`src/sv/tmss_pkg.sv`:
```
// tmss_pkg: shared types, sizes and codes of the three min-tracking stacks
// no dependencies; used by the channel interfaces, the top level and the check package

package tmss_pkg;

  localparam int STACK_DEPTH = 16;
  localparam int NUM_STACKS  = 3;
  localparam int STORE_DEPTH = NUM_STACKS * STACK_DEPTH;
  localparam int ADDR_W      = $clog2(STORE_DEPTH);
  localparam int CNT_W       = $clog2(STACK_DEPTH + 1);

  localparam int KIND_W = 2;
  localparam int SEL_W  = 2;
  localparam int DATA_W = 32;
  localparam int STAT_W = 2;
  localparam int FILL_W = 5;

  typedef enum logic [KIND_W-1:0] {
    REQ_PUSH  = 2'd0,
    REQ_POP   = 2'd1,
    REQ_PEEK  = 2'd2,
    REQ_CLEAR = 2'd3
  } req_kind_t;

  typedef enum logic [STAT_W-1:0] {
    ST_OK       = 2'd0,
    ST_FULL     = 2'd1,
    ST_EMPTY    = 2'd2,
    ST_BADSTACK = 2'd3
  } status_t;

  // one stored entry: the pushed value and the stack minimum up to it
  typedef struct packed {
    logic signed [DATA_W-1:0] value;
    logic signed [DATA_W-1:0] minimum;
  } entry_t;

  localparam int ENTRY_W = $bits(entry_t);

endpackage

```
`src/sv/tmss_req_if.sv`:
```
// tmss_req_if: request channel (valid/ready plus request payload)
// depends on tmss_pkg for field widths

interface tmss_req_if import tmss_pkg::*; ();
  logic                     valid;
  logic                     ready;
  logic [KIND_W-1:0]        req_type;
  logic [SEL_W-1:0]         stack_sel;
  logic signed [DATA_W-1:0] push_value;

  modport source (output valid, output req_type, output stack_sel, output push_value,
                  input ready);
  modport sink   (input valid, input req_type, input stack_sel, input push_value,
                  output ready);
endinterface

```
`src/sv/tmss_rsp_if.sv`:
```
// tmss_rsp_if: result channel (valid/ready plus result payload)
// depends on tmss_pkg for field widths

interface tmss_rsp_if import tmss_pkg::*; ();
  logic                     valid;
  logic                     ready;
  logic [STAT_W-1:0]        status;
  logic signed [DATA_W-1:0] top_value;
  logic signed [DATA_W-1:0] top_minimum;
  logic [FILL_W-1:0]        fill_count;

  modport source (output valid, output status, output top_value, output top_minimum,
                  output fill_count, input ready);
  modport sink   (input valid, input status, input top_value, input top_minimum,
                  input fill_count, output ready);
endinterface

```
`src/sv/tmss_ram.sv`:
```
// tmss_ram: generic single-write, single-read ram with registered read data
// no package dependency

module tmss_ram #(
  parameter int DEPTH = 48,
  parameter int WIDTH = 64
) (
  input  logic                     clk,
  input  logic                     we,
  input  logic [$clog2(DEPTH)-1:0] waddr,
  input  logic [WIDTH-1:0]         wdata,
  input  logic                     re,
  input  logic [$clog2(DEPTH)-1:0] raddr,
  output logic [WIDTH-1:0]         rdata
);

  logic [WIDTH-1:0] mem [DEPTH];
  logic [WIDTH-1:0] rdata_r;

  always_ff @(posedge clk) begin
    if (we) begin
      mem[waddr] <= wdata;
    end
  end

  always_ff @(posedge clk) begin
    if (re) begin
      rdata_r <= mem[raddr];
    end
  end

  assign rdata = rdata_r;

endmodule

```
`src/sv/three_min_stacks_shared_store_unit.sv`:
```
// three_min_stacks_shared_store_unit: three min-tracking stacks in one shared entry ram
// depends on tmss_pkg, tmss_req_if, tmss_rsp_if and tmss_ram
//
//   channel  dir  handshake                      payload
//   in_req   in   in_req.valid / in_req.ready    req_type, stack_sel, push_value
//   out_rsp  out  out_rsp.valid / out_rsp.ready  status, top_value, top_minimum, fill_count
//
// each request runs through S_IDLE and S_RUN: the accept cycle issues the read of the stack's top
// entry, and in S_RUN the registered read data is at hand for the modify and write-back
// a new request is taken while an earlier result still waits in the output register;
// its S_RUN step holds until that result beat has gone
// reset (synchronous, rst_n low) clears the three fill counts and the handshake state;
// the entry ram has no reset and no clearing pass, entries are read only below the count

module three_min_stacks_shared_store_unit import tmss_pkg::*; (
  input  logic        clk,
  input  logic        rst_n,
  tmss_req_if.sink    in_req,
  tmss_rsp_if.source  out_rsp
);

  typedef enum logic {
    S_IDLE,
    S_RUN
  } state_t;

  state_t state_r;

  // per-stack fill counts
  logic [CNT_W-1:0] cnt_r [NUM_STACKS];

  // request captured at accept
  req_kind_t                kind_r;
  logic                     bad_r;
  logic [SEL_W-1:0]         sel_r;
  logic signed [DATA_W-1:0] push_val_r;
  logic [CNT_W-1:0]         cnt_cur_r;
  logic [ADDR_W-1:0]        top_addr_r;

  // output register
  logic                     out_valid_r;
  status_t                  status_r;
  logic signed [DATA_W-1:0] top_value_r;
  logic signed [DATA_W-1:0] top_min_r;
  logic [FILL_W-1:0]        fill_r;

  // accept side address generation
  logic              accept;
  logic              in_bad;
  logic [CNT_W-1:0]  in_cnt;
  logic [ADDR_W-1:0] in_base;
  logic [ADDR_W-1:0] in_top_addr;

  // ram ports
  logic              mem_we;
  logic [ADDR_W-1:0] mem_waddr;
  entry_t            mem_wdata;
  logic              mem_re;
  entry_t            mem_rdata;

  // run-state results
  logic                     go;
  logic [CNT_W-1:0]         cnt_nxt;
  status_t                  status_nxt;
  logic signed [DATA_W-1:0] top_value_nxt;
  logic signed [DATA_W-1:0] top_min_nxt;
  logic signed [DATA_W-1:0] new_min;

  assign in_req.ready = (state_r == S_IDLE);
  assign accept       = in_req.valid && in_req.ready;

  assign in_bad      = (in_req.stack_sel >= SEL_W'(NUM_STACKS));
  assign in_cnt      = in_bad ? '0 : cnt_r[in_req.stack_sel];
  // stack s owns entries s*STACK_DEPTH upward, top entry sits at base + count - 1
  assign in_base     = ADDR_W'(in_req.stack_sel) * ADDR_W'(STACK_DEPTH);
  assign in_top_addr = in_base + ADDR_W'(in_cnt) - ADDR_W'(1);

  // only read when there is a top entry to read
  assign mem_re = accept && !in_bad && (in_cnt != '0);

  tmss_ram #(
    .DEPTH (STORE_DEPTH),
    .WIDTH (ENTRY_W)
  ) u_store (
    .clk   (clk),
    .we    (mem_we),
    .waddr (mem_waddr),
    .wdata (mem_wdata),
    .re    (mem_re),
    .raddr (in_top_addr),
    .rdata (mem_rdata)
  );

  // the run state may finish once the output register is free or being drained
  assign go = (state_r == S_RUN) && (!out_valid_r || out_rsp.ready);

  // running minimum for a push: the value itself on an empty stack
  always_comb begin
    new_min = push_val_r;
    if (cnt_cur_r != '0 && mem_rdata.minimum < push_val_r) begin
      new_min = mem_rdata.minimum;
    end
  end

  always_comb begin
    cnt_nxt       = cnt_cur_r;
    status_nxt    = ST_OK;
    top_value_nxt = '0;
    top_min_nxt   = '0;
    mem_we        = 1'b0;
    if (bad_r) begin
      status_nxt = ST_BADSTACK;
      cnt_nxt    = '0;
    end else begin
      case (kind_r)
        REQ_PUSH: begin
          if (cnt_cur_r >= CNT_W'(STACK_DEPTH)) begin
            status_nxt = ST_FULL;
          end else begin
            mem_we  = go;
            cnt_nxt = cnt_cur_r + CNT_W'(1);
          end
        end
        REQ_POP, REQ_PEEK: begin
          if (cnt_cur_r == '0) begin
            status_nxt = ST_EMPTY;
          end else begin
            top_value_nxt = mem_rdata.value;
            top_min_nxt   = mem_rdata.minimum;
            if (kind_r == REQ_POP) begin
              cnt_nxt = cnt_cur_r - CNT_W'(1);
            end
          end
        end
        default: begin
          cnt_nxt = '0;
        end
      endcase
    end
  end

  // push lands one above the current top
  assign mem_waddr         = top_addr_r + ADDR_W'(1);
  assign mem_wdata.value   = push_val_r;
  assign mem_wdata.minimum = new_min;

  always_ff @(posedge clk) begin
    if (!rst_n) begin
      state_r     <= S_IDLE;
      out_valid_r <= 1'b0;
      for (int i = 0; i < NUM_STACKS; i++) begin
        cnt_r[i] <= '0;
      end
    end else begin
      // drained beat not replaced by a new result
      if (out_valid_r && out_rsp.ready && !go) begin
        out_valid_r <= 1'b0;
      end
      unique case (state_r)
        S_IDLE: begin
          if (accept) begin
            kind_r     <= req_kind_t'(in_req.req_type);
            bad_r      <= in_bad;
            sel_r      <= in_req.stack_sel;
            push_val_r <= in_req.push_value;
            cnt_cur_r  <= in_cnt;
            top_addr_r <= in_top_addr;
            state_r    <= S_RUN;
          end
        end
        S_RUN: begin
          if (go) begin
            if (!bad_r) begin
              cnt_r[sel_r] <= cnt_nxt;
            end
            out_valid_r <= 1'b1;
            status_r    <= status_nxt;
            top_value_r <= top_value_nxt;
            top_min_r   <= top_min_nxt;
            fill_r      <= FILL_W'(cnt_nxt);
            state_r     <= S_IDLE;
          end
        end
        default: begin
          state_r <= S_IDLE;
        end
      endcase
    end
  end

  assign out_rsp.valid       = out_valid_r;
  assign out_rsp.status      = status_r;
  assign out_rsp.top_value   = top_value_r;
  assign out_rsp.top_minimum = top_min_r;
  assign out_rsp.fill_count  = fill_r;

  // one request in flight: an accept is never followed directly by another
  a_one_in_flight: assert property (@(posedge clk) disable iff (!rst_n)
    accept |=> !in_req.ready)
    else $error("request accepted while previous one still in progress");

  // counts never pass the stack capacity
  a_cnt_bound: assert property (@(posedge clk) disable iff (!rst_n)
    (cnt_r[0] <= CNT_W'(STACK_DEPTH)) && (cnt_r[1] <= CNT_W'(STACK_DEPTH)) &&
    (cnt_r[2] <= CNT_W'(STACK_DEPTH)))
    else $error("stack fill count beyond capacity");

  // a write only happens for a valid push below capacity, and grows that count
  a_write_ok: assert property (@(posedge clk) disable iff (!rst_n)
    mem_we |-> (!bad_r && cnt_cur_r < CNT_W'(STACK_DEPTH)) ##1
               (cnt_r[$past(sel_r)] == $past(cnt_cur_r) + CNT_W'(1)))
    else $error("entry write outside a legal push");

  // a full report always carries the capacity as fill count
  a_full_fill: assert property (@(posedge clk) disable iff (!rst_n)
    (out_valid_r && status_r == ST_FULL) |-> (fill_r == FILL_W'(STACK_DEPTH)))
    else $error("full status with wrong fill count");

endmodule

```
`src/flat_wrapper.sv`:
```
// flat-port wrapper written by rule: the top's interface ports become plain ports
module three_min_stacks_shared_store_unit_flat import tmss_pkg::*;
  (clk, rst_n, in_req_valid, in_req_req_type, in_req_stack_sel, in_req_push_value, in_req_ready, out_rsp_valid, out_rsp_status, out_rsp_top_value, out_rsp_top_minimum, out_rsp_fill_count, out_rsp_ready);
  tmss_req_if in_req_i ();
  tmss_rsp_if out_rsp_i ();
  input  logic clk;
  input  logic rst_n;
  input wire logic [$bits(in_req_i.valid)-1:0] in_req_valid;
  input wire logic [$bits(in_req_i.req_type)-1:0] in_req_req_type;
  input wire logic [$bits(in_req_i.stack_sel)-1:0] in_req_stack_sel;
  input wire logic [$bits(in_req_i.push_value)-1:0] in_req_push_value;
  output wire logic [$bits(in_req_i.ready)-1:0] in_req_ready;
  output wire logic [$bits(out_rsp_i.valid)-1:0] out_rsp_valid;
  output wire logic [$bits(out_rsp_i.status)-1:0] out_rsp_status;
  output wire logic [$bits(out_rsp_i.top_value)-1:0] out_rsp_top_value;
  output wire logic [$bits(out_rsp_i.top_minimum)-1:0] out_rsp_top_minimum;
  output wire logic [$bits(out_rsp_i.fill_count)-1:0] out_rsp_fill_count;
  input wire logic [$bits(out_rsp_i.ready)-1:0] out_rsp_ready;
  assign in_req_i.valid = in_req_valid;
  assign in_req_i.req_type = in_req_req_type;
  assign in_req_i.stack_sel = in_req_stack_sel;
  assign in_req_i.push_value = in_req_push_value;
  assign in_req_ready = in_req_i.ready;
  assign out_rsp_valid = out_rsp_i.valid;
  assign out_rsp_status = out_rsp_i.status;
  assign out_rsp_top_value = out_rsp_i.top_value;
  assign out_rsp_top_minimum = out_rsp_i.top_minimum;
  assign out_rsp_fill_count = out_rsp_i.fill_count;
  assign out_rsp_i.ready = out_rsp_ready;
  three_min_stacks_shared_store_unit u_core (.clk(clk), .rst_n(rst_n), .in_req(in_req_i), .out_rsp(out_rsp_i));
endmodule
```
`config.mk`:
```
export PLATFORM = sky130hd
export DESIGN_NAME = three_min_stacks_shared_store_unit_flat
export DESIGN_NICKNAME = d
export VERILOG_FILES = /design/src/sv/tmss_pkg.sv /design/src/sv/tmss_req_if.sv /design/src/sv/tmss_rsp_if.sv /design/src/sv/tmss_ram.sv /design/src/sv/three_min_stacks_shared_store_unit.sv /design/src/flat_wrapper.sv
export SDC_FILE = /design/constraint.sdc
export NUM_CORES = 2
export LEC_CHECK = 0
export BUFFER_PORTS_ARGS = -buffer_cell sky130_fd_sc_hd__buf_4
export CAP_MARGIN = 40
export CORE_UTILIZATION = 45
export DETAILED_ROUTE_END_ITERATION = 16
export PLACE_DENSITY = 0.6
export SKIP_CTS_REPAIR_TIMING = 1
export SLEW_MARGIN = 20
export SYNTH_ARGS = -nofsm -noshare
export SYNTH_HDL_FRONTEND = slang
export SYNTH_HIERARCHICAL = 1
export SYNTH_SLANG_ARGS = --single-unit
```
`constraint.sdc`:
```
create_clock -name clk -period 10.69 [get_ports clk]
set_input_delay 2.6725 -clock clk [delete_from_list [all_inputs] [get_ports clk]]
set_output_delay 2.6725 -clock clk [all_outputs]
set_load 0.01 [all_outputs]
```
==> reports/qor.csv <==
stage,metric,value,unit
clock_network,Num CTS Buffers,337,
sta,Max Freq,143.3,MHz
global_route,total congestion overflow,0,
sta,fin crit period,6.979,ns
placement,routability cong.,0.8086,
global_route,initial antenna violation count,9,
placement,placed cells,9654,
clock_network,Clock Sinks,3273,
worst_setup_path,CP arrival,7.64,ns
worst_setup_path,Worst Path Buf+Inv,5,
logic_synthesis,dominant synthesized flop cell,edfxtp_1,
logic_synthesis,Area contributors post-synth,"edfxtp_1, mux4_2, mux2i_1",
worst_setup_path,Worst Path Max Fanout,93,
sta,Worst Tran Pin Value,0.9918,ns
power,cell leakage power,47.56,nW
logic_synthesis,Post-synth ARST share,0,
logic_synthesis,Synth top area share,0.7733,
logic_synthesis,"Seq/Total Area, Yosys",0.7737,
global_route,Total GRT Usage,0.2432,
die,Rows,194,
sta,Clock Skew,0.04116,ns
worst_setup_path,Slowest Stage Delay on Critical Path,0.65,ns
global_route,first-pass GRT wire length,488100,um
power,Max VDD drop,0.1266,mV
clock_network,worst skew pair latency,0.93,ns
placement,hpwl dp,194400,um
clock_network,CTS max path bufs,4,
logic_synthesis,synth warn,6,
logic_synthesis,#FFs+latches synth,3273,
clock_network,clock root buffer,clkbuf_16,
drt,drc violations,0,
clock_network,"Reg clk slew, reported paths",0.06,ns
worst_setup_path,crit path from,in_req_stack_sel[1],
sta,Final Max Slew Viols,0,
sta,slew margin rel.,0.3388,
die,Starting Density,0.4534,
min_path,min-delay worst type,flip-flop to flip-flop,
cells_and_area,Area Overhead vs Synth,14.58,%
clock_network,H-Tree Depth,5,
die,die extent in y,533.3,um
placement,port buffer count,112,
sta,"crit path setup slack, layout",3.711,ns
logic_synthesis,"Cell Area, Synth",0.1270,mm2
drt,Initial DRT Pass Iterations,7,
power,PD cells,206.9,mW/mm2
drt,Post-DRT Antenna Nets,0,
worst_setup_path,Critical Path RT,11.35,ns
die,Core ar.,0.2801,mm2
worst_setup_path,R2R Path Start,u_core/cnt_r[0][0],
global_route,largest net degree at the start of global routing,121,
sta,Setup TNS Final,0,ns
worst_setup_path,"most used cell, CP",buf_4,
logic_synthesis,syn_area_per_cell,21.57,um2
outcome,status,finished clean,
logic_synthesis,count of flip-flops with a built-in enable after synthesis,3271,
die,Die X,533.3,um
logic_synthesis,synth cell count leaders,"edfxtp_1, mux4_2, mux2i_1, clkbuf_1, a21oi_1",
logic_synthesis,Post-Syn Instances,5888,
drt,Via density,6.240,
logic_synthesis,"count leader, synth",edfxtp_1,
die,io pins,113,
logic_synthesis,distinct cell type count after synthesis,61,
cells_and_area,Finished Layout Cells,10276,
logic_synthesis,Syn Nets,5973,
worst_setup_path,CP startpoint kind,input port,
worst_setup_path,crit end category,flip-flop,
worst_setup_path,crit path kind,input port to flip-flop,
worst_setup_path,Crit-path slowest cell,buf_4,
worst_setup_path,CP cell instances,buf_4 > mux2i_1 > nor2_1 > a21oi_4 > buf_12 > buf_12 > buf_4 > buf_4 > mux4_2 > and2_1 > o31ai_1 > a21oi_1 > a211o_1,
drt,per-cell routed wire length,33.77,um
sta,RSZ-0062 raised after global routing,false,
sta,final hold violation count,0,
sta,Final setup viols,0,
flow_run,maxcap violations,0,
placement,Post-Place Setup Slack,2.696,ns
drt,final WL,347000,um
die,die area,0.2844,mm2
cells_and_area,share of post-route cells with drive strength above 1,0.2554,
min_path,HP Start,u_core/u_store/rdata[56],
drt,via count,64122,
sta,fin crit share,0.6529,
drt,1st-iter DRT viols,7797,
worst_setup_path,"CP delay by family, top",buffers and inverters,
cells_and_area,Nets,6362,
global_route,vias in the first global route,64561,
clock_network,CTS tree,built,
logic_synthesis,cell accounting for the most synthesized area,edfxtp_1,
through the flow:
stage	hold slack [ns]	total power, mW	utilization	cell area (um2)
after floorplan	0.4967	17.32	-	127000
after global placement	0.5137	18.52	0.4758	133300
after detailed placement	0.5208	18.67	0.4799	134400
after CTS	0.5358	30.28	0.5189	145300
after global routing	0.5643	30.97	0.5195	145500
final	0.5295	30.11	0.5195	145500
path summary, 6_finish.rpt:
kind / endpoint / slack, ns / depth (start not counted)
worst max-delay path: u_core/u_store/rdata[20] / 3.71 / 13
worst min-delay path: u_core/out_rsp.top_value[24] / 0.53 / 1
worst max register to register: u_core/u_store/rdata[20] / 5.36 / 12
worst min register to register: u_core/out_rsp.top_value[24] / 0.53 / 1
power by group:
part / switching, mW / leakage (nW) / total, mW / internal (mW)
clock: 4.90 / 5.33 / 11.7 / 6.80
combinational: 2.28 / 12.6 / 3.45 / 1.16
sequential: 0.119 / 29.6 / 15.0 / 14.8
per-layer routing:
layer / track usage / wire length, um
met4: 0.08712 / 13560
met3: 0.04235 / 28120
met1: 0.3397 / 140700
met2: 0.3865 / 164600
met5: 0 / 13
cells by family after synthesis:
group	Yosys count	share of synthesized area
muxes	1015	0.1490
buffers and inverters	396	0.01612
xor gates and xnor gates	8	0.0005517
AOI/OAI and AO/OA	612	0.03389
adders and majority gates	45	0.004492
and+or+nand+nor	539	0.02225
DFF	3273	0.7737
area by class of cell:
type                            count  area, um2
Clock inverter                    189       1951
Clock buffer                      419       8954
Timing Repair Buffer              390       4053
Inverter                           56      220.2
Multi-Input combinational cell   2219      27420
Antenna cell                        6      15.01
Tap cell                         3724       4659
Sequential cell                  3273      98260
Fill cell                       21835     134600
worst reg2reg max path, cell delays in order (launching register included):
cell and delay, ns:
edfxtp_1 0.37, mux2i_1 0.19, nor2_1 0.11, a21oi_4 0.16
buf_12 0.52, buf_12 0.76, buf_4 0.84, buf_4 0.67
mux4_2 0.62, and2_1 0.19, o31ai_1 0.30, a21oi_1 0.12
a211o_1 0.25
cell usage in the layout (no fill, tap or decap), drive strengths merged, types with 5 or more instances in the layout:
cell and count:
xnor2 5, nand4 15, mux2i 314, nand2b 13
clkinv 141, inv 65, o211ai 34, clkbuf 419
nor3 37, nand3b 35, nand3 29, nor2b 13
or3 31, a211o 31, bufinv 35, ha 44
a211oi 8, a221oi 17, o22ai 107, nand2 117
and2 96, diode 6, o221ai 69, a311oi 33
edfxtp 3271, and3 37, a22oi 72, buf 390
a22o 17, a21oi 123, o31ai 37, nor2 99
o21ai 45, mux4 701
sequential cells by signal, indices dropped and copies added, names as in the netlist:
name,count
u_core/u_store/mem,3072
u_core/cnt_cur_r,5
u_core/out_rsp.fill_count,5
u_core/out_rsp.top_value,32
u_core/out_rsp.status,2
u_core/out_rsp.valid,1
u_core/top_addr_r,6
u_core/push_val_r,32
u_core/cnt_r,16
u_core/u_store/rdata,64
u_core/state_r,1
u_core/out_rsp.top_minimum,32
u_core/bad_r,1
u_core/sel_r,2
u_core/kind_r,2
(Power assumes the default switching activity.)
